File: src/hw/rtl/pcx_pkg.sv
`timescale 1ns / 1ps
// ----------------------------------------------------------------------------
// pcx_pkg
// Shared types, constants and the per-byte run encoding step for the PCX
// run-length line encoder.
// ----------------------------------------------------------------------------
package pcx_pkg;

    localparam logic [7:0] RUN_MARK    = 8'hC0;
    localparam logic [5:0] RUN_LIMIT   = 6'd63;
    localparam int         MAX_CODES   = 6;
    localparam int         CODE_IDX_W  = $clog2(MAX_CODES);
    localparam int         QUEUE_DEPTH = 2;
    localparam int         QPTR_W      = $clog2(QUEUE_DEPTH);
    localparam int         QCNT_W      = $clog2(QUEUE_DEPTH + 1);

    // Open run being counted
    typedef struct packed {
        logic       open;
        logic [7:0] value;
        logic [5:0] count;
    } t_run;

    // Result of encoding one byte: up to three code bytes and the new run
    typedef struct packed {
        t_run            run;
        logic [1:0]      n;
        logic [2:0][7:0] bytes;
    } t_enc;

    // One queue entry: the code bytes caused by one input transaction
    typedef struct packed {
        logic [MAX_CODES-1:0][7:0] bytes;
        logic [CODE_IDX_W-1:0]     cnt;
        logic                      line_end;
    } t_cmd;

    function automatic logic [7:0] run_header(t_run run);
        return RUN_MARK | {2'b00, run.count};
    endfunction

    function automatic t_enc enc_byte(t_run run, logic [7:0] b, logic next_eq);
        t_enc res;
        res.run   = run;
        res.n     = 2'd0;
        res.bytes = '0;
        if (run.open && (b == run.value) && (run.count < RUN_LIMIT)) begin
            res.run.count = run.count + 6'd1;
        end else begin
            if (run.open) begin
                res.bytes[0]  = run_header(run);
                res.bytes[1]  = run.value;
                res.n         = 2'd2;
                res.run.open  = 1'b0;
                res.run.count = 6'd0;
            end
            if (next_eq || (b >= RUN_MARK)) begin
                res.run.open  = 1'b1;
                res.run.value = b;
                res.run.count = 6'd1;
            end else begin
                res.bytes[res.n] = b;
                res.n            = res.n + 2'd1;
            end
        end
        return res;
    endfunction

endpackage

File: src/hw/rtl/pcx_rle_line_encoder.sv
`timescale 1ns / 1ps
// ----------------------------------------------------------------------------
// pcx_rle_line_encoder
// PCX run-length encoder for one line of bytes at a time.
//
// Input channel (i_valid / o_ready): one line byte per transaction, with
// i_line_end set on the last byte of the line. Output channel (o_valid /
// i_ready): one code byte per transaction - run header, run value or literal.
// o_item_done marks the last code byte caused by an input transaction and
// o_line_done the final code byte of the line. A transaction that only holds
// its byte or extends a run causes no code byte.
//
// Each byte is held until the next one arrives as lookahead, so its code
// bytes follow the next input transaction. The code bytes of a transaction
// are registered in the queue and then in the output register. The output
// side moves one code byte per cycle while i_ready does not stall it; an
// input transaction yields zero to six bytes (two for a stream of literals
// of 0xC0 or more), so sustained throughput is one transaction per cycle at
// most, less when its code bytes back up behind the single output register. A
// two-entry queue lets input be taken while output stalls; o_ready drops only
// when that queue is full. Reset clears the held byte, the run state, the queue and o_valid.
// ----------------------------------------------------------------------------
module pcx_rle_line_encoder import pcx_pkg::*; (
    input  logic       i_clk,
    input  logic       i_rst_n,
    input  logic       i_valid,
    output logic       o_ready,
    input  logic [7:0] i_line_byte,
    input  logic       i_line_end,
    output logic       o_valid,
    input  logic       i_ready,
    output logic [7:0] o_code_byte,
    output logic       o_item_done,
    output logic       o_line_done
);

    logic q_push;
    logic q_pop;
    logic q_full;
    logic q_empty;
    t_cmd q_in;
    t_cmd q_out;

    pcx_front u_front (
        .i_clk       (i_clk),
        .i_rst_n     (i_rst_n),
        .i_valid     (i_valid),
        .o_ready     (o_ready),
        .i_line_byte (i_line_byte),
        .i_line_end  (i_line_end),
        .i_q_full    (q_full),
        .o_q_push    (q_push),
        .o_q_cmd     (q_in)
    );

    pcx_cmd_queue u_queue (
        .i_clk   (i_clk),
        .i_rst_n (i_rst_n),
        .i_push  (q_push),
        .i_cmd   (q_in),
        .o_full  (q_full),
        .o_empty (q_empty),
        .i_pop   (q_pop),
        .o_cmd   (q_out)
    );

    pcx_back u_back (
        .i_clk       (i_clk),
        .i_rst_n     (i_rst_n),
        .i_q_empty   (q_empty),
        .i_q_cmd     (q_out),
        .o_q_pop     (q_pop),
        .o_valid     (o_valid),
        .i_ready     (i_ready),
        .o_code_byte (o_code_byte),
        .o_item_done (o_item_done),
        .o_line_done (o_line_done)
    );

endmodule

File: src/hw/rtl/pcx_front.sv
`timescale 1ns / 1ps
// ----------------------------------------------------------------------------
// pcx_front
// Accepts line bytes, keeps the lookahead byte and run state, and turns each
// transaction into a queue entry listing its code bytes.
// ----------------------------------------------------------------------------
module pcx_front import pcx_pkg::*; (
    input  logic       i_clk,
    input  logic       i_rst_n,
    input  logic       i_valid,
    output logic       o_ready,
    input  logic [7:0] i_line_byte,
    input  logic       i_line_end,
    input  logic       i_q_full,
    output logic       o_q_push,
    output t_cmd       o_q_cmd
);

    logic       r_held_valid;
    logic [7:0] r_held_byte;
    t_run       r_run;

    logic       n_held_valid;
    logic [7:0] n_held_byte;
    t_run       n_run;

    t_enc                  enc_a;
    t_enc                  enc_b;
    t_cmd                  cmd;
    logic                  accept;
    logic [CODE_IDX_W-1:0] k;

    assign o_ready = !i_q_full;
    assign accept  = i_valid && o_ready;

    always_comb begin
        // held byte first, with the incoming byte as lookahead
        if (r_held_valid) begin
            enc_a = enc_byte(r_run, r_held_byte, r_held_byte == i_line_byte);
        end else begin
            enc_a       = '0;
            enc_a.run   = r_run;
        end
        // last byte of a line sees an unequal lookahead
        if (i_line_end) begin
            enc_b = enc_byte(enc_a.run, i_line_byte, 1'b0);
        end else begin
            enc_b     = '0;
            enc_b.run = enc_a.run;
        end

        cmd          = '0;
        cmd.line_end = i_line_end;
        k            = '0;
        for (int i = 0; i < 3; i++) begin
            if (i < int'(enc_a.n)) begin
                cmd.bytes[k] = enc_a.bytes[i];
                k            = k + 1'b1;
            end
        end
        for (int i = 0; i < 3; i++) begin
            if (i < int'(enc_b.n)) begin
                cmd.bytes[k] = enc_b.bytes[i];
                k            = k + 1'b1;
            end
        end
        // flush the open run at end of line
        if (i_line_end && enc_b.run.open) begin
            cmd.bytes[k] = run_header(enc_b.run);
            k            = k + 1'b1;
            cmd.bytes[k] = enc_b.run.value;
            k            = k + 1'b1;
        end
        cmd.cnt = k;

        if (i_line_end) begin
            n_held_valid = 1'b0;
            n_held_byte  = 8'd0;
            n_run        = '0;
        end else begin
            n_held_valid = 1'b1;
            n_held_byte  = i_line_byte;
            n_run        = enc_a.run;
        end
    end

    assign o_q_cmd  = cmd;
    assign o_q_push = accept && (cmd.cnt != '0);

    always_ff @(posedge i_clk) begin
        if (!i_rst_n) begin
            r_held_valid <= 1'b0;
            r_held_byte  <= 8'd0;
            r_run        <= '0;
        end else if (accept) begin
            r_held_valid <= n_held_valid;
            r_held_byte  <= n_held_byte;
            r_run        <= n_run;
        end
    end

endmodule

File: src/hw/rtl/pcx_cmd_queue.sv
`timescale 1ns / 1ps
// ----------------------------------------------------------------------------
// pcx_cmd_queue
// Short register queue of code-byte entries between front and back.
// ----------------------------------------------------------------------------
module pcx_cmd_queue import pcx_pkg::*; (
    input  logic i_clk,
    input  logic i_rst_n,
    input  logic i_push,
    input  t_cmd i_cmd,
    output logic o_full,
    output logic o_empty,
    input  logic i_pop,
    output t_cmd o_cmd
);

    t_cmd              r_mem [QUEUE_DEPTH];
    logic [QPTR_W-1:0] r_wp;
    logic [QPTR_W-1:0] r_rp;
    logic [QCNT_W-1:0] r_count;

    logic do_push;
    logic do_pop;

    assign o_full  = (r_count == QCNT_W'(QUEUE_DEPTH));
    assign o_empty = (r_count == '0);
    assign o_cmd   = r_mem[r_rp];
    assign do_push = i_push && !o_full;
    assign do_pop  = i_pop && !o_empty;

    always_ff @(posedge i_clk) begin
        if (do_push) begin
            r_mem[r_wp] <= i_cmd;
        end
    end

    always_ff @(posedge i_clk) begin
        if (!i_rst_n) begin
            r_wp    <= '0;
            r_rp    <= '0;
            r_count <= '0;
        end else begin
            if (do_push) begin
                r_wp <= (r_wp == QPTR_W'(QUEUE_DEPTH - 1)) ? '0 : r_wp + 1'b1;
            end
            if (do_pop) begin
                r_rp <= (r_rp == QPTR_W'(QUEUE_DEPTH - 1)) ? '0 : r_rp + 1'b1;
            end
            r_count <= r_count + QCNT_W'(do_push) - QCNT_W'(do_pop);
        end
    end

endmodule

File: src/hw/rtl/pcx_back.sv
`timescale 1ns / 1ps
// ----------------------------------------------------------------------------
// pcx_back
// Walks the head queue entry into the output register one code byte per
// cycle unless stalled, marking the last byte of each transaction and line.
// ----------------------------------------------------------------------------
module pcx_back import pcx_pkg::*; (
    input  logic       i_clk,
    input  logic       i_rst_n,
    input  logic       i_q_empty,
    input  t_cmd       i_q_cmd,
    output logic       o_q_pop,
    output logic       o_valid,
    input  logic       i_ready,
    output logic [7:0] o_code_byte,
    output logic       o_item_done,
    output logic       o_line_done
);

    logic [CODE_IDX_W-1:0] r_idx;
    logic                  r_valid;
    logic [7:0]            r_code;
    logic                  r_item_done;
    logic                  r_line_done;

    logic load;
    logic last;

    assign load    = (!r_valid || i_ready) && !i_q_empty;
    assign last    = (r_idx == i_q_cmd.cnt - 1'b1);
    assign o_q_pop = load && last;

    always_ff @(posedge i_clk) begin
        if (!i_rst_n) begin
            r_idx   <= '0;
            r_valid <= 1'b0;
        end else begin
            if (load) begin
                r_valid <= 1'b1;
                r_idx   <= last ? '0 : r_idx + 1'b1;
            end else if (i_ready) begin
                r_valid <= 1'b0;
            end
        end
    end

    always_ff @(posedge i_clk) begin
        if (load) begin
            r_code      <= i_q_cmd.bytes[r_idx];
            r_item_done <= last;
            r_line_done <= last && i_q_cmd.line_end;
        end
    end

    assign o_valid     = r_valid;
    assign o_code_byte = r_code;
    assign o_item_done = r_item_done;
    assign o_line_done = r_line_done;

endmodule

File: config.mk
export PLATFORM = sky130hd
export DESIGN_NAME = pcx_rle_line_encoder
export DESIGN_NICKNAME = d
export VERILOG_FILES = /design/src/hw/rtl/pcx_pkg.sv /design/src/hw/rtl/pcx_rle_line_encoder.sv /design/src/hw/rtl/pcx_front.sv /design/src/hw/rtl/pcx_cmd_queue.sv /design/src/hw/rtl/pcx_back.sv
export SDC_FILE = /design/constraint.sdc
export NUM_CORES = 1
export LEC_CHECK = 0
export BUFFER_PORTS_ARGS = -buffer_cell sky130_fd_sc_hd__clkbuf_2
export CAP_MARGIN = 20
export CORE_UTILIZATION = 35
export DETAILED_ROUTE_END_ITERATION = 7
export PLACE_DENSITY_LB_ADDON = 0.08
export SYNTH_ARGS = -nofsm -noshare
export SYNTH_HDL_FRONTEND = slang
export SYNTH_SLANG_ARGS = --single-unit
File: constraint.sdc
create_clock -name i_clk -period 12.5 [get_ports i_clk]
set_input_delay 2.5 -clock i_clk [delete_from_list [all_inputs] [get_ports i_clk]]
set_output_delay 2.5 -clock i_clk [all_outputs]
set_load 0.02 [all_outputs]
==> results of run 1 <==
[through the flow]
step / util [%] / instance area [um2] / hold WS [ps] / total power, mW
floorplan: - / 9930 / 451 / 0.943
global placement: 37.2 / 10400 / 513 / 1.06
detailed placement: 37.2 / 10400 / 514 / 1.06
CTS: 39.2 / 10900 / 523 / 1.58
global route: 39.3 / 11000 / 572 / 1.64
finish: 39.3 / 11000 / 518 / 1.57
[path summary, 6_finish.rpt]
path | from | to | slack [ps] | cells after the start
worst min-delay path | u_queue.r_wp$_SDFFE_PN0N_ | u_queue.r_wp$_SDFFE_PN0N_ | 520 | 2
worst max register to register | u_front.r_held_byte[0]$_SDFFE_PN0P_ | u_queue.r_mem[1][29]$_DFFE_PP_ | 4400 | 26
worst min register to register | u_queue.r_wp$_SDFFE_PN0N_ | u_queue.r_wp$_SDFFE_PN0N_ | 520 | 2
worst max-delay path | i_line_byte[1] | u_queue.r_mem[1][29]$_DFFE_PP_ | 2690 | 28
[kinds of logic after synthesis]
family | share of synthesized area [%]
AND/OR/NAND/NOR | 16.9
AO/OA/AOI/OAI | 19.8
flip-flops | 41.1
buffers and inverters | 4.36
multiplexers | 12.7
XOR/XNOR | 3.25
adder cells (fa/ha/maj) | 1.89
[final cells by class]
class	count	area (um2)	area share, %
tap	378	473	4.32
clock inverter	14	144	1.31
clock buffer	18	429	3.92
sequential	147	4090	37.3
timing repair buffer	46	298	2.72
multi-input combinational	743	5430	49.6
inverter	26	97.6	0.891
[flip-flops by register name (all words and copies together) (netlist names), named ones only]
register / count
u_back.o_item_done: 1
u_queue.r_count: 2
u_front.r_held_valid: 1
u_front.r_held_byte: 8
u_queue.r_wp: 1
u_back.r_idx: 3
u_back.o_code_byte: 8
u_front.r_run: 15
u_queue.r_mem: 104
u_back.o_valid: 1
u_queue.r_rp: 1
u_back.o_line_done: 1
[critical path, stage by stage]
cell and delay, ps:
clkbuf_2 250, xor2_1 240, nor4_4 390, a22o_1 450, nand2_1 90, o21ai_0 80, a22o_1 310, ha_1 280
and3_1 170, a221oi_1 90, nor4_1 370, a21oi_1 120, a41oi_4 350, buf_4 290, and2_0 350, nand2_1 120
xnor2_1 150, ha_1 320, nand3_1 60, o221ai_1 120, nand3_1 100, o21ai_1 230, ha_1 670, xnor2_1 160
o21ai_0 190, o311a_1 240, and2_2 790, buf_4 390
[per-layer routing]
metal | global-route usage, % | part of all wire (%)
met1 | 30.2 | 44
met2 | 38.9 | 47
met3 | 3.44 | 4.5
met4 | 11.9 | 4.4
met5 | 0 | 0
[cells in the mapped netlist, types with 8 or more instances]
master    count  area, um2
a211o_1       9       78.8
and2_1       12       75.1
xnor2_1      21        184
xor2_1        9       78.8
o211ai_1     15        113
o22ai_1      23        144
and3_1       19        119
a22oi_1      24        180
a21oi_1      65        325
ha_1         15        188
mux4_2       24        541
a211oi_1      9       67.6
dfxtp_1      33        661
nor2_1       66        248
nand4_1      12       75.1
mux2i_1      64        641
o221ai_1     11       96.3
edfxtp_1    114       3420
buf_1         8       30.0
inv_1        24       90.1
nand3_1      41        205
o21ai_0      36        180
nand2b_1      8       50.1
buf_2        14       70.1
nor3_1       29        145
clkbuf_1     50        188
nor2b_1      31        194
nand2_1      76        285
[power by group through the flow]
stage	sequential (mW)	clock (mW)	combinational, mW
CTS	0.645	0.527	0.408
global route	0.651	0.547	0.446
detailed placement	0.656	0	0.407
global placement	0.655	0	0.409
floorplan	0.666	0	0.277
finish	0.643	0.515	0.408
==> qor.txt, run 1 <==
post-route insts no fill -> 1372
Initial Utilization -> 35.7%
CTS tree -> built
Yosys reg bits -> 147
Clock Sinks -> 147
outcome -> finished clean
worst min path class -> flip-flop to flip-flop
I/O pin count -> 25
commonest non-fill, non-tap cell in the layout -> edfxtp_1
WL final -> 33100 um
Async S/R FF share, synth -> 0%
Fillers -> 2735
Fin. Hold Viols -> 0
final antenna-violating net count -> 0
Final setup viols -> 0
Worst EP required -> 12610 ps
critical path arrival -> 9920 ps
grt ovf -> 0
CP Max Fanout -> 37
first-pass GRT wire length -> 50400 um
number of buffers added on ports -> 24
final worst path period share -> 78.5%
# hold bufs at CTS -> 0
Iter 0 DRT Violations -> 663
Synth cell types -> 75
actual slew at the worst max-slew pin -> 1100 ps
crit path kind -> primary input to flip-flop
Logic pwr share -> 26.0%
Core ar. -> 0.0279 mm2
via count -> 8090
sw frac -> 33.1%
Die Y -> 170 um
Max Cap Viol -> 0
# DRC -> 0
number of diodes -> 0
Peak supply drop -> 0.0622 mV
Layout area overhead -> 10.3%
Post-Place Cells -> 1338
sequential-to-total area share from yosys stat -> 41.1%
initial antenna violation count -> 0
Max H-tree Level -> 4
layout cells sized above 1 -> 13.3%
WL/cell -> 24.1 um
area of the die -> 0.0291 mm2
EDFF count, synth -> 114
Mapped Nets -> 1023
Main synth FF type -> edfxtp_1
postcts setup bufs -> 0
GPL Wtd Cong -> 0.915
hpwl dp -> 24400 um
RSZ-0062 raised after global routing -> false
critical path endpoint category -> flip-flop
clk root buf -> clkbuf_16
most frequent cells in the layout -> edfxtp_1 (114), nand2_1 (76), nor2_1 (66)
All-Layer GR Usage -> 23.6%
Layout Skew -> 23.4 ps
Final Worst Setup Slack -> 2690 ps
Psw -> 518 uW
Clock Power Share -> 32.9%
Ys Warns -> 0
clk slew on worst S/H paths -> 60 ps
Die Span X -> 170 um
sequential power share -> 41.1%
synthesized area -> 0.00993 mm2
row cnt -> 61
Post-Place Setup Slack -> 2120 ps
CTS Buffer Depth -> 2
Avg Inst Size Synth -> 9.98 um2
P per Cell Area -> 143 mW/mm2
TritonCTS Buffers -> 17
fin nets -> 1009
DR pass1 iterations -> 5
largest net degree at the start of global routing -> 38
startpoint types -> primary input
drt via density -> 5.90
clock insertion delay at the later pin of the skew report -> 440 ps
Internal Power -> 1.05 mW
worst relative slew slack -> 25.9%
vias in the first global route -> 7767
fmax -> 102 MHz
Final TNS setup -> 0 ps
Max Slew Vio Count -> 0
Period minus WS final -> 9810 ps
P_leak -> 3.68 nW
Cells after Synth -> 995
post-CTS sizing -> 0
Power figures use the tool's default switching activity.
==> run 2, diff against run 1 <==
--- a/config.mk
+++ b/config.mk
@@ -5,6 +5,7 @@
 export SDC_FILE = /design/constraint.sdc
 export NUM_CORES = 1
 export LEC_CHECK = 0
+export ABC_AREA = 1
 export BUFFER_PORTS_ARGS = -buffer_cell sky130_fd_sc_hd__clkbuf_2
 export CAP_MARGIN = 20
 export CORE_UTILIZATION = 35
==> constraint.sdc (replaced) <==
create_clock -name i_clk -period 9.9 [get_ports i_clk]
set_input_delay 1.98 -clock i_clk [delete_from_list [all_inputs] [get_ports i_clk]]
set_output_delay 1.98 -clock i_clk [all_outputs]
set_load 0.02 [all_outputs]
==> run 2 against run 1 <==
  * Die area rose by 6.0%
  * Wire length rose by 16%
  * Area after synthesis up 6.1%
  * Total power grew 49%
  * Register-to-register slack got worse by 1000 ps
  * Critical endpoint is now u_queue.r_mem[1][47]$_DFFE_PP_
  * Highest routed layer unchanged
==> qor.txt, run 2 <==
CTS tree -> built
GPL Wtd Cong -> 0.990 (+8.2%)
Fin. Hold Viols -> 0 (unchanged)
CP max-delay cell -> buf_4
Regs by FF count -> u_queue.r_mem (104), u_front.r_run (15)
final antenna-violating net count -> 0 (unchanged)
Main synth FF type -> edfxtp_1
capture point of the critical path -> u_queue.r_mem[1][47]$_DFFE_PP_
fmax -> 131 MHz
Iter 0 DRT Violations -> 849 (+28%)
Mapped Nets -> 1441 (+41%)
reg-to-reg setup timing slack -> 3370 ps (-1030 ps)
Final TNS setup -> 0 ps (unchanged)
R2R depth -> 25 (-3.8%)
All-Layer GR Usage -> 25.4% (+1.8 points)
Die Y -> 176 um (+3.0%)
worst relative slew slack -> 33.2% (+7.3 points)
area fraction of the dominant cell type after synthesis -> 32.5% (-2.0 points)
Synth area leaders -> edfxtp_1 (32%), nand2_1 (12%), o21ai_0 (6.6%)
grt ovf -> 0 (unchanged)
RSZ-0062 raised after global routing -> false
drt via density -> 5.47 (-7.2%)
WL final -> 38500 um (+16%)
fin nets -> 1430 (+42%)
Largest Register -> u_queue.r_mem
CTS Buffer Depth -> 2 (unchanged)
beginning of the worst register-to-register path -> u_front.r_run[0]$_SDFFE_PN0P_
top-count cell post-synth -> nand2_1
layout cells sized above 1 -> 12.7% (-0.63 points)
number of diodes -> 0 (unchanged)
area leader, netlist -> edfxtp_1
P_leak -> 4.66 nW (+27%)
multiplexer area fraction after synthesis -> 0.285% (-12 points)
Synth Area in Adders -> 1.78% (-0.11 points)
startpoint types -> primary input
Peak supply drop -> 0.0953 mV (+53%)
clk root buf -> clkbuf_16
Die Span X -> 176 um (+3.0%)
main combinational cell family by area after synthesis -> simple AND/OR/NAND/NOR gates
post-synthesis compound-gate area fraction -> 19.8% (about the same)
top cells by count, synth -> nand2_1 (327), inv_1 (142), o21ai_0 (140)
hpwl dp -> 29200 um (+20%)
vias in the first global route -> 9435 (+21%)
xor/xnor share of the synthesized area -> 1.58% (-1.7 points)
Clock Sinks -> 147 (unchanged)
I/O pin count -> 25 (unchanged)
post-CTS sizing -> 0 (unchanged)
crit path kind -> primary input to flip-flop
Max Cap Viol -> 0 (unchanged)
Async S/R FF share, synth -> 0% (unchanged)
Worst R2R End -> u_queue.r_mem[1][47]$_DFFE_PP_
Initial Utilization -> 35.6% (-0.10 points)
CP Max Fanout -> 30 (-19%)
# DRC -> 0 (unchanged)
P per Cell Area -> 202 mW/mm2 (+41%)
CP max stage delay -> 480 ps (-310 ps)
outcome -> finished clean
Period minus WS final -> 7660 ps
DR pass1 iterations -> 6 (+1)
number of buffers added on ports -> 24 (unchanged)
sequential-to-total area share from yosys stat -> 38.8% (-2.4 points)
clk slew on worst S/H paths -> 60 ps (about the same)
Yosys reg bits -> 147 (unchanged)
critical path arrival -> 7730 ps (-2190 ps)
most frequent cells in the layout -> nand2_1 (327), inv_1 (141), o21ai_0 (140)
Ys Warns -> 0 (unchanged)
Layout area overhead -> 9.88%
row cnt -> 63 (+3.3%)
commonest non-fill, non-tap cell in the layout -> nand2_1
Synth cell types -> 52 (-31%)
EDFF count, synth -> 114 (unchanged)
Worst EP required -> 9980 ps (-2630 ps)
initial antenna violation count -> 0 (unchanged)
Hold Startpoint -> u_queue.r_rp$_SDFFE_PN0P_
actual slew at the worst max-slew pin -> 1000 ps (-102 ps)
Worst Setup SP -> i_line_byte[0]
largest net degree at the start of global routing -> 54 (+42%)
synthesized area -> 0.0105 mm2 (+6.1%)
via count -> 9879 (+22%)
# hold bufs at CTS -> 0 (unchanged)
WL/cell -> 21.3 um (-12%)
post-route insts no fill -> 1805 (+32%)
TritonCTS Buffers -> 17 (unchanged)
Final setup viols -> 0 (unchanged)
postcts setup bufs -> 0 (unchanged)
first-pass GRT wire length -> 58300 um (+16%)
Layout Skew -> 18.7 ps (-4.71 ps)
worst min path class -> flip-flop to flip-flop
Post-Place Cells -> 1772 (+32%)
Max Slew Vio Count -> 0 (unchanged)
Core ar. -> 0.0296 mm2 (+6.4%)
max FFs per register -> 104 (unchanged)
Max H-tree Level -> 4 (unchanged)
clock insertion delay at the later pin of the skew report -> 430 ps (about the same)
CP dominant cell by count -> nand2_4
Post-Synth Simple-Gate Area -> 28.7% (+12 points)
critical path endpoint category -> flip-flop
area of the die -> 0.0308 mm2 (+6.0%)
final worst path period share -> 77.3%
Avg Inst Size Synth -> 7.46 um2 (-25%)
Cells after Synth -> 1413 (+42%)
==> run 2: worst max-delay path: cells and delay by family <==
kind / cells / cell delay (ps)
simple gates: 19 / 2720
buf+inv: 8 / 1450
fa+ha+maj: 3 / 900
compound gates: 2 / 480
xor+xnor: 1 / 160
==> run 2: report_power, final <==
group	switching (mW)	internal [mW]	leakage, nW
sequential	0.0457	0.808	1.36
clock	0.267	0.475	0.317
combinational	0.535	0.203	2.98
==> run 2: logic make-up (layout without fill, tap and decap cells) <==
logic type | after synthesis | in the layout
and+or+nand+nor | 649 | 649
AOI/OAI and AO/OA | 349 | 349
buffers and inverters | 231 | 233
DFF | 147 | 147
xor gates and xnor gates | 19 | 19
adders and majority gates | 15 | 15
muxes | 3 | 3
==> run 2: area by class of cell <==
type	count	area [um2]
clock buffers	20	437
well taps	390	488
clock inverters	12	226
fillers	3146	18100
multi-input cells	1035	5510
repair buffers	35	203
inverters	166	632
flip-flops and latches	147	4080
==> run 2: how the worst min path moves through the flow <==
stage,endpoint,slack [ps],depth (start not counted)
finish,flip-flop,470,2
global route,flip-flop,510,2
CTS,flip-flop,470,2
detailed placement,flip-flop,460,2
global placement,flip-flop,460,2
floorplan,u_queue.r_count[1]$_SDFF_PN0_,440,1
==> run 2: per-layer routing <==
metal	vias to the layer above	part of all wire (%)	global-route usage, %
met5	-	0	0
li1	4788	-	-
met1	4677	46	33.8
met4	0	4.5	12.0
met2	337	46	40.7
met3	77	4.5	3.57
==> run 2: metrics by stage <==
| stage | utilization, % | power [mW] | hold slack [ps] | area, um2 | worst slack, ps |
|---|---|---|---|---|---|
| CTS | 39.0 | 2.35 | 470 | 11600 | 2250 |
| global route | 39.1 | 2.46 | 514 | 11600 | 1720 |
| detailed placement | 36.8 | 1.60 | 465 | 10900 | 1840 |
| global placement | 36.8 | 1.61 | 456 | 10900 | 1950 |
| floorplan | - | 1.37 | 443 | 10500 | 1400 |
| finish | 39.1 | 2.33 | 470 | 11600 | 2240 |
